### src/sv/hsfb_pkg.sv
// Shared constants and the front-to-back command type of the HDLC-style frame builder.
package hsfb_pkg;

  // Framing bytes
  localparam logic [7:0] FLAG_BYTE  = 8'h7E;
  localparam logic [7:0] ESC_BYTE   = 8'h7D;
  localparam logic [7:0] FLAG_SUB   = 8'h5E;
  localparam logic [7:0] ESC_SUB    = 8'h5D;
  localparam logic [7:0] ADDR_RESET = 8'h03;
  localparam logic [7:0] CTRL_RESET = 8'h40;

  // Configuration register indexes
  localparam int unsigned CFG_IDX_W = 8;
  localparam logic [CFG_IDX_W-1:0] REG_ADDRESS = 8'd0;
  localparam logic [CFG_IDX_W-1:0] REG_CONTROL = 8'd1;

  // Output sequencer phases
  localparam logic [2:0] PH_OPEN_FLAG  = 3'd0;
  localparam logic [2:0] PH_ADDR       = 3'd1;
  localparam logic [2:0] PH_CTRL       = 3'd2;
  localparam logic [2:0] PH_HDR_XOR    = 3'd3;
  localparam logic [2:0] PH_DATA       = 3'd4;
  localparam logic [2:0] PH_SUB        = 3'd5;
  localparam logic [2:0] PH_CHECK      = 3'd6;
  localparam logic [2:0] PH_CLOSE_FLAG = 3'd7;

  // One classified input item
  typedef struct packed {
    logic       hdr;     // open a frame first
    logic [7:0] addr;
    logic [7:0] ctrl;
    logic [7:0] data;
    logic       esc;     // data needs stuffing
    logic       last;    // close the frame after data
    logic [7:0] chk;     // check byte including data
  } cmd_t;

endpackage

### src/sv/hsfb_front.sv
// Front end: accepts payload items, tracks frame state and the XOR check byte.
module hsfb_front import hsfb_pkg::*; (
  input  logic       clk,
  input  logic       rst_n,
  input  logic       in_valid,
  output logic       in_ready,
  input  logic [7:0] in_data_byte,
  input  logic       in_last_byte,
  input  logic [7:0] addr_byte,
  input  logic [7:0] ctrl_byte,
  output logic       push,
  output cmd_t       push_cmd,
  input  logic       q_full
);

  logic       in_frame_r, in_frame_nxt;
  logic [7:0] check_r, check_nxt;
  logic [7:0] chk;

  assign in_ready = !q_full;
  assign push     = in_valid && in_ready;

  // Running check restarts with each new frame
  assign chk = (in_frame_r ? check_r : 8'h00) ^ in_data_byte;

  always_comb begin
    push_cmd.hdr  = !in_frame_r;
    push_cmd.addr = addr_byte;
    push_cmd.ctrl = ctrl_byte;
    push_cmd.data = in_data_byte;
    push_cmd.esc  = (in_data_byte == FLAG_BYTE) || (in_data_byte == ESC_BYTE);
    push_cmd.last = in_last_byte;
    push_cmd.chk  = chk;
  end

  always_comb begin
    in_frame_nxt = in_frame_r;
    check_nxt    = check_r;
    if (push) begin
      in_frame_nxt = !in_last_byte;
      check_nxt    = in_last_byte ? 8'h00 : chk;
    end
  end

  always_ff @(posedge clk) begin
    if (!rst_n) begin
      in_frame_r <= 1'b0;
      check_r    <= 8'h00;
    end else begin
      in_frame_r <= in_frame_nxt;
      check_r    <= check_nxt;
    end
  end

endmodule

### src/sv/hsfb_queue.sv
// Small command queue between front end and output sequencer.
module hsfb_queue import hsfb_pkg::*; #(
  parameter int unsigned DEPTH = 4
) (
  input  logic clk,
  input  logic rst_n,
  input  logic push,
  input  cmd_t push_cmd,
  output logic full,
  input  logic pop,
  output logic empty,
  output cmd_t head
);

  localparam int unsigned PTR_W = (DEPTH > 1) ? $clog2(DEPTH) : 1;
  localparam int unsigned CNT_W = $clog2(DEPTH + 1);
  localparam logic [PTR_W-1:0] LAST_PTR = PTR_W'(DEPTH - 1);
  localparam logic [CNT_W-1:0] DEPTH_CNT = CNT_W'(DEPTH);

  cmd_t             mem_r [DEPTH];
  logic [PTR_W-1:0] wr_ptr_r, wr_ptr_nxt;
  logic [PTR_W-1:0] rd_ptr_r, rd_ptr_nxt;
  logic [CNT_W-1:0] count_r, count_nxt;

  assign full  = (count_r == DEPTH_CNT);
  assign empty = (count_r == '0);
  assign head  = mem_r[rd_ptr_r];

  // Pointer and count update
  always_comb begin
    wr_ptr_nxt = wr_ptr_r;
    rd_ptr_nxt = rd_ptr_r;
    count_nxt  = count_r;
    if (push) begin
      wr_ptr_nxt = (wr_ptr_r == LAST_PTR) ? '0 : wr_ptr_r + 1'b1;
    end
    if (pop) begin
      rd_ptr_nxt = (rd_ptr_r == LAST_PTR) ? '0 : rd_ptr_r + 1'b1;
    end
    if (push && !pop) begin
      count_nxt = count_r + 1'b1;
    end else if (pop && !push) begin
      count_nxt = count_r - 1'b1;
    end
  end

  always_ff @(posedge clk) begin
    if (!rst_n) begin
      wr_ptr_r <= '0;
      rd_ptr_r <= '0;
      count_r  <= '0;
    end else begin
      wr_ptr_r <= wr_ptr_nxt;
      rd_ptr_r <= rd_ptr_nxt;
      count_r  <= count_nxt;
    end
  end

  // Storage
  always_ff @(posedge clk) begin
    if (push) begin
      mem_r[wr_ptr_r] <= push_cmd;
    end
  end

endmodule

### src/sv/hsfb_back.sv
// Output sequencer: expands each command into header, stuffed data and trailer bytes.
module hsfb_back import hsfb_pkg::*; (
  input  logic       clk,
  input  logic       rst_n,
  input  logic       q_empty,
  input  cmd_t       head,
  output logic       pop,
  output logic       out_valid,
  input  logic       out_ready,
  output logic [7:0] out_out_byte,
  output logic       out_run_last,
  output logic       out_frame_end
);

  logic       busy_r, busy_nxt;
  logic [2:0] phase_r, phase_nxt;
  logic       valid_r, valid_nxt;
  logic [7:0] byte_r;
  logic       run_last_r, frame_end_r;

  logic       advance;
  logic       emit;
  logic [2:0] cur;
  logic [2:0] next_ph;
  logic       done;
  logic [7:0] cur_byte;

  assign advance = !valid_r || out_ready;
  assign emit    = advance && !q_empty;
  assign cur     = busy_r ? phase_r : (head.hdr ? PH_OPEN_FLAG : PH_DATA);

  // Byte for the current phase and the phase that follows
  always_comb begin
    cur_byte = FLAG_BYTE;
    next_ph  = cur;
    done     = 1'b0;
    unique case (cur)
      PH_OPEN_FLAG: begin
        cur_byte = FLAG_BYTE;
        next_ph  = PH_ADDR;
      end
      PH_ADDR: begin
        cur_byte = head.addr;
        next_ph  = PH_CTRL;
      end
      PH_CTRL: begin
        cur_byte = head.ctrl;
        next_ph  = PH_HDR_XOR;
      end
      PH_HDR_XOR: begin
        cur_byte = head.addr ^ head.ctrl;
        next_ph  = PH_DATA;
      end
      PH_DATA: begin
        cur_byte = head.esc ? ESC_BYTE : head.data;
        next_ph  = head.esc ? PH_SUB : PH_CHECK;
        done     = !head.esc && !head.last;
      end
      PH_SUB: begin
        cur_byte = (head.data == FLAG_BYTE) ? FLAG_SUB : ESC_SUB;
        next_ph  = PH_CHECK;
        done     = !head.last;
      end
      PH_CHECK: begin
        cur_byte = head.chk;
        next_ph  = PH_CLOSE_FLAG;
      end
      PH_CLOSE_FLAG: begin
        cur_byte = FLAG_BYTE;
        next_ph  = PH_OPEN_FLAG;
        done     = 1'b1;
      end
      default: begin
        cur_byte = FLAG_BYTE;
        next_ph  = PH_OPEN_FLAG;
        done     = 1'b1;
      end
    endcase
  end

  assign pop = emit && done;

  // Sequencer control
  always_comb begin
    busy_nxt  = busy_r;
    phase_nxt = phase_r;
    valid_nxt = valid_r;
    if (advance) begin
      valid_nxt = !q_empty;
    end
    if (emit) begin
      busy_nxt  = !done;
      phase_nxt = next_ph;
    end
  end

  always_ff @(posedge clk) begin
    if (!rst_n) begin
      busy_r  <= 1'b0;
      phase_r <= PH_OPEN_FLAG;
      valid_r <= 1'b0;
    end else begin
      busy_r  <= busy_nxt;
      phase_r <= phase_nxt;
      valid_r <= valid_nxt;
    end
  end

  // Output register
  always_ff @(posedge clk) begin
    if (emit) begin
      byte_r      <= cur_byte;
      run_last_r  <= done;
      frame_end_r <= (cur == PH_CLOSE_FLAG);
    end
  end

  assign out_valid     = valid_r;
  assign out_out_byte  = byte_r;
  assign out_run_last  = run_last_r;
  assign out_frame_end = frame_end_r;

endmodule

### src/sv/hdlc_style_frame_builder.sv
// Top level of the HDLC-style frame builder: config registers, front end, queue, sequencer.
// Payload items enter on the in_ channel and leave framed and byte-stuffed on the out_
// channel. The first item of a frame is preceded by flag 0x7E, address, control and their
// XOR; 0x7E and 0x7D payload bytes go out as 0x7D 0x5E and 0x7D 0x5D; the item marked last
// is followed by the raw XOR check byte and a closing flag flagged by out_frame_end, and
// out_run_last marks the final output byte of each item. An item causes 1 to 8 output
// bytes, driven one byte per cycle unless out_ready stalls the sequencer; an item holds
// the output until its last byte is out. The front end takes one item per cycle while the
// QUEUE_DEPTH-entry command queue has room, so input and output stall independently.
// Address and control registers are sampled as each item is taken, and take effect from
// the next frame header; cfg_ready is always high and unknown indexes are ignored.
module hdlc_style_frame_builder import hsfb_pkg::*; #(
  parameter int unsigned QUEUE_DEPTH = 4
) (
  input  logic                 clk,
  input  logic                 rst_n,
  input  logic                 in_valid,
  output logic                 in_ready,
  input  logic [7:0]           in_data_byte,
  input  logic                 in_last_byte,
  output logic                 out_valid,
  input  logic                 out_ready,
  output logic [7:0]           out_out_byte,
  output logic                 out_run_last,
  output logic                 out_frame_end,
  input  logic                 cfg_valid,
  output logic                 cfg_ready,
  input  logic [CFG_IDX_W-1:0] cfg_index,
  input  logic [7:0]           cfg_data
);

  logic [7:0] addr_r, addr_nxt;
  logic [7:0] ctrl_r, ctrl_nxt;
  logic       push, pop, q_full, q_empty;
  cmd_t       push_cmd, head;

  // Configuration registers
  assign cfg_ready = 1'b1;

  always_comb begin
    addr_nxt = addr_r;
    ctrl_nxt = ctrl_r;
    if (cfg_valid && cfg_ready) begin
      unique case (cfg_index)
        REG_ADDRESS: addr_nxt = cfg_data;
        REG_CONTROL: ctrl_nxt = cfg_data;
        default: ;
      endcase
    end
  end

  always_ff @(posedge clk) begin
    if (!rst_n) begin
      addr_r <= ADDR_RESET;
      ctrl_r <= CTRL_RESET;
    end else begin
      addr_r <= addr_nxt;
      ctrl_r <= ctrl_nxt;
    end
  end

  hsfb_front u_front (
    .clk          (clk),
    .rst_n        (rst_n),
    .in_valid     (in_valid),
    .in_ready     (in_ready),
    .in_data_byte (in_data_byte),
    .in_last_byte (in_last_byte),
    .addr_byte    (addr_r),
    .ctrl_byte    (ctrl_r),
    .push         (push),
    .push_cmd     (push_cmd),
    .q_full       (q_full)
  );

  hsfb_queue #(
    .DEPTH (QUEUE_DEPTH)
  ) u_queue (
    .clk      (clk),
    .rst_n    (rst_n),
    .push     (push),
    .push_cmd (push_cmd),
    .full     (q_full),
    .pop      (pop),
    .empty    (q_empty),
    .head     (head)
  );

  hsfb_back u_back (
    .clk           (clk),
    .rst_n         (rst_n),
    .q_empty       (q_empty),
    .head          (head),
    .pop           (pop),
    .out_valid     (out_valid),
    .out_ready     (out_ready),
    .out_out_byte  (out_out_byte),
    .out_run_last  (out_run_last),
    .out_frame_end (out_frame_end)
  );

endmodule
### config.mk
export PLATFORM = sky130hd
export DESIGN_NAME = hdlc_style_frame_builder
export DESIGN_NICKNAME = d
export VERILOG_FILES = /design/src/sv/hsfb_pkg.sv /design/src/sv/hsfb_front.sv /design/src/sv/hsfb_queue.sv /design/src/sv/hsfb_back.sv /design/src/sv/hdlc_style_frame_builder.sv
export SDC_FILE = /design/constraint.sdc
export NUM_CORES = 1
export LEC_CHECK = 0
export BUFFER_PORTS_ARGS = -buffer_cell sky130_fd_sc_hd__buf_2
export CELL_PAD_IN_SITES_DETAIL_PLACEMENT = 0
export CELL_PAD_IN_SITES_GLOBAL_PLACEMENT = 1
export CORE_MARGIN = 1
export CORE_UTILIZATION = 45
export CTS_CLUSTER_DIAMETER = 100
export DETAILED_ROUTE_END_ITERATION = 10
export GPL_TIMING_DRIVEN = 0
export PLACE_DENSITY = 0.79
export SLEW_MARGIN = 20
export SYNTH_ARGS = -nofsm -noshare
export SYNTH_HDL_FRONTEND = slang
export SYNTH_HIERARCHICAL = 1
export SYNTH_SLANG_ARGS = --single-unit
### constraint.sdc
create_clock -name clk -period 2.95 [get_ports clk]
set_input_delay 0.1475 -clock clk [delete_from_list [all_inputs] [get_ports clk]]
set_output_delay 0.1475 -clock clk [all_outputs]
set_load 0.02 [all_outputs]
==> results of run 1 <==
[layout make-up]
class                   count  area share [%]
repair buffers             63            4.96
inverters                  12           0.476
clock inverters            14            1.77
well taps                 225            2.98
plain buffers              52            4.40
clock buffers              18            4.64
multi-input cells         253            24.9
flip-flops and latches    189            55.9
[sequential cells by signal, indices dropped and copies added, names as in the netlist, named ones only]
signal	cells
u_queue/mem_r	140
addr_r	8
ctrl_r	8
u_back/out_out_byte	8
u_front/check_r	8
u_back/phase_r	3
u_queue/count_r	3
u_queue/rd_ptr_r	2
u_queue/wr_ptr_r	2
u_back/busy_r	1
u_back/out_frame_end	1
u_back/out_run_last	1
u_back/out_valid	1
u_front/in_frame_r	1
[cells by family after synthesis]
family | Yosys count | share of synthesized area, %
flops | 189 | 65.8
xor+xnor | 17 | 2.23
other cells | 1 | 0.0467
fa+ha+maj | 7 | 1.18
buf+inv | 65 | 5.59
simple gates | 122 | 8.12
compound gates | 53 | 4.72
mux | 53 | 12.3
[placed cells by master, fill, tap and decap left out, types with 5 or more instances in the layout]
master and count:
dlygate4sd3_1 6, clkbuf_16 17, mux4_2 30, nand3_1 6, buf_2 49, o21ai_0 8
nor3_1 5, nor2_1 7, mux4_1 5, dfxtp_1 38, clkbuf_1 5, nor2b_1 9
a32o_1 8, nand4_1 6, nand2_1 54, xor2_1 7, buf_4 38, ha_1 5
buf_6 6, mux2i_1 17, edfxtp_1 150, a21oi_1 7, inv_1 10, o22ai_1 6
xnor2_1 6
[through the flow]
stage,std cells,area [sq um]
after floorplan,507,8060
after global placement,773,8550
after detailed placement,777,8660
after CTS,816,9360
after global routing,826,9460
final,826,9460
[worst register-to-register path, stage by stage (launching register included)]
cell and delay [ns]:
dfxtp_2 0.34, buf_12 0.14, buf_6 0.11, mux4_2 0.54, a211oi_4 0.28, a31oi_4 0.06, nor4_4 0.25, inv_1 0.09
ha_2 0.19, inv_2 0.06, fa_2 0.19, xor2_1 0.07, or3_1 0.31, a21boi_1 0.14
[final timing paths]
| kind | startpoint | to | slack [ns] |
|---|---|---|---|
| max | flip-flop | u_queue/count_r[2] | 0.11 |
| min | cfg_data[7] | ctrl_r[7] | 0.02 |
| max reg2reg | flip-flop | u_queue/count_r[2] | 0.11 |
| min reg2reg | addr_r[5] | addr_r[5] | 0.47 |
[power breakdown]
| part | internal, mW | leakage (nW) | switching (mW) | total, mW |
|---|---|---|---|---|
| Sequential | 3.26 | 1.69 | 0.104 | 3.36 |
| Combinational | 0.793 | 1.28 | 1.08 | 1.88 |
| Clock | 1.35 | 0.284 | 0.948 | 2.30 |
| Total | 5.40 | 3.26 | 2.14 | 7.54 |
[layer usage]
metal	global-route usage (%)	share of wire [%]	up-vias
li1	-	-	2092
met1	23.8	43	2270
met2	29.6	50	117
met3	3.22	4.6	27
met4	7.74	2.2	0
met5	0	0	-
[repair_timing]
| item | in CTS | in global routing |
|---|---|---|
| setup buffers | 2 | 10 |
| resized for setup | 7 | 9 |
| endpoints found under the setup margin | 3 | 2 |
| hold buffers | 6 | 0 |
| hold endpoints to repair | 9 | 0 |
| cloned | 0 | 0 |
| pin swaps | 1 | 1 |
==> flow_metrics.tcl, run 1 <==
set metrics [dict create \
    grt_use_total_pct 18.1 \
    finalCritPeriodShare_pct 96.4 \
    hold_viol_final 0 \
    wl_mm 15.4 \
    r2r_cells 13 \
    antenna_cells 0 \
    num_rows 48 \
    num-nets-final 625 \
    clock_latency_ns 0.43 \
    p_leak_nw 3.26 \
    synth.largest_area_cell "edfxtp_1" \
    path_depth 13 \
    fin_ws_ns 0.106 \
    die_x_microns 136 \
    synth_top_area_share_pct 56.1 \
    worstSetupStartpointType "flip-flop" \
    relSlewSlack_pct 43.3 \
    drt-initial-drc-count 387 \
    wl_per_cell_microns 18.6 \
    final.setup.tns_ns 0 \
    syn2layout_area_growth_pct 17.8 \
    initial_core_util_pct 46.3 \
    endpoint_kind "flip-flop" \
    dp_slack_ns -0.463 \
    worst-path-max-fanout 10 \
    multi_input_area_sq_um 2360 \
    ys_ff_latch 189 \
    place_congestion 0.904 \
    viasPerCell 5.46 \
    total_power_mw 7.54 \
    cts-root-buf "clkbuf_16" \
    yosysWarnings 6 \
    clock-sinks 189 \
    netlist_area_sq_um 8030 \
    crit_buf_inv 4 \
    setup_viol 0 \
    synth_most_common_cell "edfxtp_1" \
    synth.distinct_cells 62 \
    htreeDepth 4 \
    worstSetupPathType "flip-flop to flip-flop" \
    tightest_slew_ns 0.839 \
    ios 43 \
    seqCellArea_sq_um 5290 \
    path_cells "buf_12 > buf_6 > mux4_2 > a211oi_4 > a31oi_4 > nor4_4 > inv_1 > ha_2 > inv_2 > fa_2 > xor2_1 > or3_1 > a21boi_1" \
    hpwl_mm 10.6 \
    die_h_microns 136 \
    ys_top_cells_by_area "edfxtp_1 56%, dfxtp_1 9.7%, mux4_2 8.4%" \
    ys.flop_type "edfxtp_1" \
    max_freq_mhz 352 \
    dieArea_sq_um 18400 \
    grt_first_pass_wirelength_mm 24.3 \
    hp-class "input pin to flip-flop" \
    drt_first_pass_iters 4 \
    rsz0062_at_grt "yes" \
    final_util_pct 54.5 \
    synth_edf_count 150 \
    hold_path_depth 3 \
    synthesis.instances 507 \
    syn-num-nets 544 \
    cts_buffer_depth 2 \
    io_buffers 41 \
    whs_ns 0.0150 \
    synth_common_cells "150 x edfxtp_1, 54 x nand2_1, 39 x dfxtp_1" \
    crit_family "simple AND/OR/NAND/NOR gates" \
    cp_slowest_cell "mux4_2" \
    cellPowerDensity_nw_per_um2 796 \
    numCtsBuffers 17 \
    gr-total-overflow 0 \
    via_count 4506 \
    antenna_found_initial 0 \
    slew_violations 0 \
    max_cap_viol_count 0 \
    finClkSkew_ns 0.00740 \
    syn_area_per_cell_sq_um 15.8 \
    cts_tree "built" \
    fillers 1331 \
    core_sq_um 17400 \
    drc 0 \
    status "finished, final reports clean" \
    max_stage_delay_ns 0.54 \
    grt_max_degree 22 \
    cp.arrival_ns 3.20 \
    drive_above_1_share_pct 30.8 \
    ant_nets 0 \
    ir_drop_mv 0.470 \
    crit_required_ns 3.30 \
    yosysSeqAreaShare_pct 65.8 \
    grt_pass1_vias 4531 \
    path_clk_slew_ns 0.07 \
    async_flop_share_pct 0 \
    fin_crit_ns 2.84 \
]
(Power assumes the default switching activity.)
==> run 2: changes to the inputs <==
--- a/config.mk
+++ b/config.mk
@@ -5,7 +5,7 @@
 export SDC_FILE = /design/constraint.sdc
 export NUM_CORES = 1
 export LEC_CHECK = 0
-export BUFFER_PORTS_ARGS = -buffer_cell sky130_fd_sc_hd__buf_2
+export BUFFER_PORTS_ARGS = -buffer_cell sky130_fd_sc_hd__buf_4
 export CELL_PAD_IN_SITES_DETAIL_PLACEMENT = 0
 export CELL_PAD_IN_SITES_GLOBAL_PLACEMENT = 1
 export CORE_MARGIN = 1
@@ -13,7 +13,7 @@
 export CTS_CLUSTER_DIAMETER = 100
 export DETAILED_ROUTE_END_ITERATION = 10
 export GPL_TIMING_DRIVEN = 0
-export PLACE_DENSITY = 0.79
+export PLACE_DENSITY_LB_ADDON = 0.05
 export SLEW_MARGIN = 20
 export SYNTH_ARGS = -nofsm -noshare
 export SYNTH_HDL_FRONTEND = slang
==> run 2 against run 1 <==
  * Flip-flop and latch count did not move
  * Critical path type unchanged
  * Non-clock buffer count rose by 5
  * Largest power group unchanged
  * Cell count rose by 0.61%
  * Combinational power rose by 6%
==> flow_metrics.tcl, run 2 (synthesis gave the netlist of run 1 again) <==
set metrics [dict create \
    status "finished, final reports clean" \
    tightest_slew_ns 0.780 \
    path_clk_slew_ns 0.07 \
    fillers 1396 \
    clock-sinks 189 \
    worst-path-max-fanout 7 \
    ios 43 \
    place_congestion 0.798 \
    drc 0 \
    grt_max_degree 24 \
    antenna_cells 0 \
    dp_slack_ns -0.429 \
    viasPerCell 5.33 \
    wl_per_cell_microns 19.1 \
    initial_core_util_pct 46.3 \
    hpwl_mm 10.8 \
    cts_buffer_depth 2 \
    via_count 4433 \
    cts_tree "built" \
    htreeDepth 4 \
    crit_family "simple AND/OR/NAND/NOR gates" \
    cp.arrival_ns 3.24 \
    cts-root-buf "clkbuf_16" \
    final.setup.tns_ns 0 \
    antenna_found_initial 0 \
    final_common_cell "edfxtp_1" \
    largest_register_ffs 140 \
    path_cells "buf_12 > buf_12 > mux4_2 > buf_8 > a211oi_4 > a31oi_4 > nor4_4 > inv_2 > ha_4 > inv_2 > fa_2 > xor2_1 > or3_1 > a21boi_1" \
    hp-class "input pin to flip-flop" \
    regMostFlops "u_queue/mem_r" \
    slew_violations 0 \
    grt_first_pass_wirelength_mm 24.7 \
    crit_buf_inv 5 \
    core_sq_um 17400 \
    max_freq_mhz 348 \
    instances_no_fill 831 \
    crit_required_ns 3.31 \
    seqCellArea_sq_um 5290 \
    relSlewSlack_pct 47.3 \
    p_leak_nw 3.35 \
    fin_crit_ns 2.88 \
    rsz0062_at_grt "yes" \
    num-nets-final 630 \
    total_power_mw 7.79 \
    syn2layout_area_growth_pct 19.9 \
    dp_cells 777 \
    drt_first_pass_iters 4 \
    clock_latency_ns 0.43 \
    gr-total-overflow 0 \
    grt_use_total_pct 18.7 \
    drt-initial-drc-count 416 \
    fin_ws_ns 0.0738 \
    numCtsBuffers 17 \
    max_stage_delay_ns 0.54 \
    die_h_microns 136 \
    ant_nets 0 \
    num_rows 48 \
    die_x_microns 136 \
    setup_viol 0 \
    final_cell_mix "150 x edfxtp_1, 86 x buf_4, 54 x nand2_1" \
    io_buffers 41 \
    multi_input_area_sq_um 2360 \
    cp_slowest_cell "mux4_2" \
    endpoint_kind "flip-flop" \
    drive_above_1_share_pct 31.8 \
    finClkSkew_ns 0.00752 \
    worstSetupStartpointType "flip-flop" \
    max_cap_viol_count 0 \
    dieArea_sq_um 18400 \
    ir_drop_mv 0.451 \
    worstSetupPathType "flip-flop to flip-flop" \
    finalCritPeriodShare_pct 97.5 \
    grt_pass1_vias 4452 \
    cellPowerDensity_nw_per_um2 809 \
    whs_ns 0.0169 \
    wl_mm 15.9 \
    hold_viol_final 0 \
]
-- run 2: routing by layer --
layer	routed length, microns	vias to the layer above	global-route usage [%]
li1	-	2098	-
met1	7460	2216	26.0
met2	7630	105	29.5
met3	615	14	3.48
met4	182	0	6.68
met5	0	-	0
-- run 2: cell type report --
type                            count  area share (%)
Timing Repair Buffer               67            6.16
Clock inverter                     15            2.14
Buffer                             53            4.52
Sequential cell                   189            54.9
Multi-Input combinational cell    253            24.5
Clock buffer                       17            4.42
Tap cell                          225            2.92
Inverter                           12           0.468
-- run 2: path summary, 6_finish.rpt --
kind / slack, ns / cells past startpoint / startpoint / to
setup / recovery: 0.07 / 14 / flip-flop / u_queue/count_r[2]
hold / removal: 0.02 / 3 / cfg_data[2] / ctrl_r[2]
setup reg to reg: 0.07 / 14 / flip-flop / u_queue/count_r[2]
hold reg to reg: 0.46 / 2 / addr_r[6] / addr_r[6]
-- run 2: tightest hold or removal path, cell delays in order --
cell     delay, ns
buf_4         0.08
nand2_1       0.06
mux2i_1       0.12
-- run 2: timing repair --
item / CTS / global route
resized for setup: 4 / 10
endpoints found under the hold margin: 5 / 0
pin swaps: 1 / 1
setup buffers: 11 / 8
hold buffers: 4 / 0
endpoints found under the setup margin: 3 / 6
-- run 2: metrics by stage --
step / cell area, sq um / util [%]
finish: 9630 / 55.5
global route: 9630 / 55.5
CTS: 9530 / 54.9
detailed placement: 8760 / 50.5
global placement: 8650 / 49.8
floorplan: 8060 / -
-- run 2: power by group --
| part | switching, mW | internal (mW) |
|---|---|---|
| clock network | 0.996 | 1.44 |
| registers | 0.103 | 3.26 |
| logic | 1.12 | 0.879 |
| total | 2.22 | 5.57 |
==> run 3: changes to the inputs <==
--- a/config.mk
+++ b/config.mk
@@ -9,8 +9,9 @@
 export CELL_PAD_IN_SITES_DETAIL_PLACEMENT = 0
 export CELL_PAD_IN_SITES_GLOBAL_PLACEMENT = 1
 export CORE_MARGIN = 1
-export CORE_UTILIZATION = 45
+export CORE_UTILIZATION = 47
 export CTS_CLUSTER_DIAMETER = 100
+export CTS_CLUSTER_SIZE = 30
 export DETAILED_ROUTE_END_ITERATION = 10
 export GPL_TIMING_DRIVEN = 0
 export PLACE_DENSITY_LB_ADDON = 0.05
==> run 3 against run 2 <==
  * Count of clock-buffer cells in the layout is 4 higher
  * Utilization rose by 1.4 points
  * Flip-flop and latch count did not move
  * Die area fell by 4.2%
  * Hold slack better by 0.0096 ns
  * Register-to-register slack better by 0.12 ns
  * Combinational power decreased by 4%
  * Critical path depth down 1
  * Largest power group unchanged
==> flow_metrics.tcl, run 3 (synthesis gave the netlist of run 1 again) <==
set metrics [dict create \
    cellPowerDensity_nw_per_um2 779 \
    htreeDepth 4 \
    setup_viol 0 \
    path_cells "buf_12 > mux4_2 > clkbuf_8 > a211oi_4 > a31oi_2 > nor4_4 > inv_1 > ha_2 > inv_2 > fa_2 > xor2_1 > or3_1 > a21boi_1" \
    die_h_microns 133 \
    num_rows 47 \
    worstSetupPathType "flip-flop to flip-flop" \
    clock_latency_ns 0.43 \
    combPwrFrac_pct 26.1 \
    worstSetupStartpointType "flip-flop" \
    ir_drop_mv 0.424 \
    final_cell_area_sq_um 9460 \
    num-nets-final 622 \
    finalCritPeriodShare_pct 93.4 \
    drive_above_1_share_pct 29.8 \
    whs_ns 0.0265 \
    via_count 4398 \
    gr-total-overflow 0 \
    rsz0062_at_grt "no" \
    fillers 1322 \
    max_stage_delay_ns 0.55 \
    dieArea_sq_um 17600 \
    drt-initial-drc-count 340 \
    hold_path_depth 3 \
    numCtsBuffers 17 \
    p_int_mw 5.24 \
    max_freq_mhz 363 \
    crit_family "multiplexers" \
    die_x_microns 133 \
    finClkSkew_ns 0.00998 \
    r2r_slack_ns 0.19 \
    whs_endpoint "ctrl_r[7]" \
    syn2layout_area_growth_pct 17.8 \
    cts-root-buf "clkbuf_16" \
    hp-class "input pin to flip-flop" \
    io_buffers 41 \
    grt_pass1_vias 4442 \
    drt_first_pass_iters 4 \
    drc 0 \
    status "finished, final reports clean" \
    slew_violations 0 \
    tightest_slew_ns 0.766 \
    fin_crit_ns 2.76 \
    regMostFlops "u_queue/mem_r" \
    cp.arrival_ns 3.12 \
    grt_max_degree 24 \
    antenna_found_initial 0 \
    largest_register_ffs 140 \
    min-delay-start "cfg_data[7]" \
    r2r_cells 13 \
    grt_use_total_pct 19.5 \
    endpoint_kind "flip-flop" \
    ant_nets 0 \
    core_sq_um 16600 \
    path_clk_slew_ns 0.06 \
    cp_slowest_cell "mux4_2" \
    ios 43 \
    crit_buf_inv 4 \
    hold_viol_final 0 \
    cts_buffer_depth 2 \
    cts_tree "built" \
    clock-sinks 189 \
    seqPwrFrac_pct 45.6 \
    place_area_sq_um 8750 \
    power_frac_clock_pct 28.3 \
    grt_first_pass_wirelength_mm 24.9 \
    wl_mm 15.6 \
    worst-path-max-fanout 10 \
    crit_required_ns 3.31 \
    reg2reg_to "u_queue/count_r[2]" \
    final_cell_mix "150 x edfxtp_1, 75 x buf_4, 54 x nand2_1" \
    max_cap_viol_count 0 \
    wl_per_cell_microns 19.0 \
    p_switching_mw 2.13 \
    place_congestion 0.866 \
    p_leak_nw 3.25 \
    hpwl_mm 10.8 \
    initial_core_util_pct 48.3 \
    switching_share_pct 28.8 \
    viasPerCell 5.37 \
    final_common_cell "edfxtp_1" \
    relSlewSlack_pct 48.2 \
]
[run 3: cell types whose count changed in the layout (fill, tap and decap cells not counted), sizes merged]
cell / delta
buf: -11
bufinv: -3
clkbuf: +5
clkinv: +3
clkinvlp: +1
diode: +1
dlygate4sd3: +2
inv: -5
[run 3: power by group through the flow]
stage          logic, mW  clock network (mW)  registers (mW)
2_1_floorplan       1.15                   0            3.50
3_3_place_gp        1.79                   0            3.41
3_5_place_dp        1.85                   0            3.42
4_1_cts             1.88                2.13            3.36
5_1_grt             2.10                2.26            3.39
6_report            1.92                2.09            3.36
[run 3: timing repair]
item	in CTS	in global routing
hold buffers	6	0
resized for setup	5	10
buffers inserted	2	7
setup endpoints to repair	3	2
endpoints found under the hold margin	7	0
pin swaps	1	0
[run 3: tightest hold or removal path, delay by kind of cell]
| family | cells | cell delay (ns) |
|---|---|---|
| AND/OR/NAND/NOR | 1 | 0.08 |
| multiplexers | 1 | 0.07 |
| buffers and inverters | 1 | 0.11 |
[run 3: cell type report]
cell class / count / area (sq um) / area share, %
multi-input combinational: 253 / 2350 / 24.8
clock buffer: 21 / 440 / 4.65
tap: 220 / 275 / 2.91
timing repair buffer: 60 / 551 / 5.82
buffer: 52 / 422 / 4.46
inverter: 12 / 45.0 / 0.476
sequential: 189 / 5290 / 55.9
clock inverter: 11 / 93.8 / 0.992
antenna: 1 / 2.50 / 0.0264
[run 3: worst max-delay path by stage]
stage | slack (ns) | cells after the start | to
6_report | 0.19 | 13 | u_queue/count_r[2]
5_1_grt | 0.009 | 13 | u_queue/count_r[2]
4_1_cts | 0.02 | 14 | u_queue/count_r[2]
3_5_place_dp | -0.41 | 14 | u_queue/count_r[2]
3_3_place_gp | -0.59 | 4 | u_queue/mem_r[2][29]
2_1_floorplan | -0.02 | 14 | u_queue/count_r[2]
[run 3: stage by stage]
stage	setup WS [ns]	std cells	power (mW)	TNS, ns	util, %
finish	0.194	819	7.37	0	56.9
global route	0.00939	818	7.74	0	56.8
CTS	0.0222	811	7.37	0	56.3
detailed placement	-0.407	772	5.26	-0.905	52.6
global placement	-0.587	768	5.20	-76.56	51.9
floorplan	-0.0231	507	4.65	-0.0361	-
[run 3: metal layers]
| metal | vias up | track usage, % | wire (microns) | part of all wire (%) |
|---|---|---|---|---|
| met5 | - | 0 | 0 | 0 |
| met2 | 91 | 30.7 | 7590 | 49 |
| met3 | 7 | 4.37 | 593 | 3.8 |
| li1 | 2077 | - | - | - |
| met4 | 0 | 6.07 | 98 | 0.63 |
| met1 | 2223 | 27.1 | 7290 | 47 |
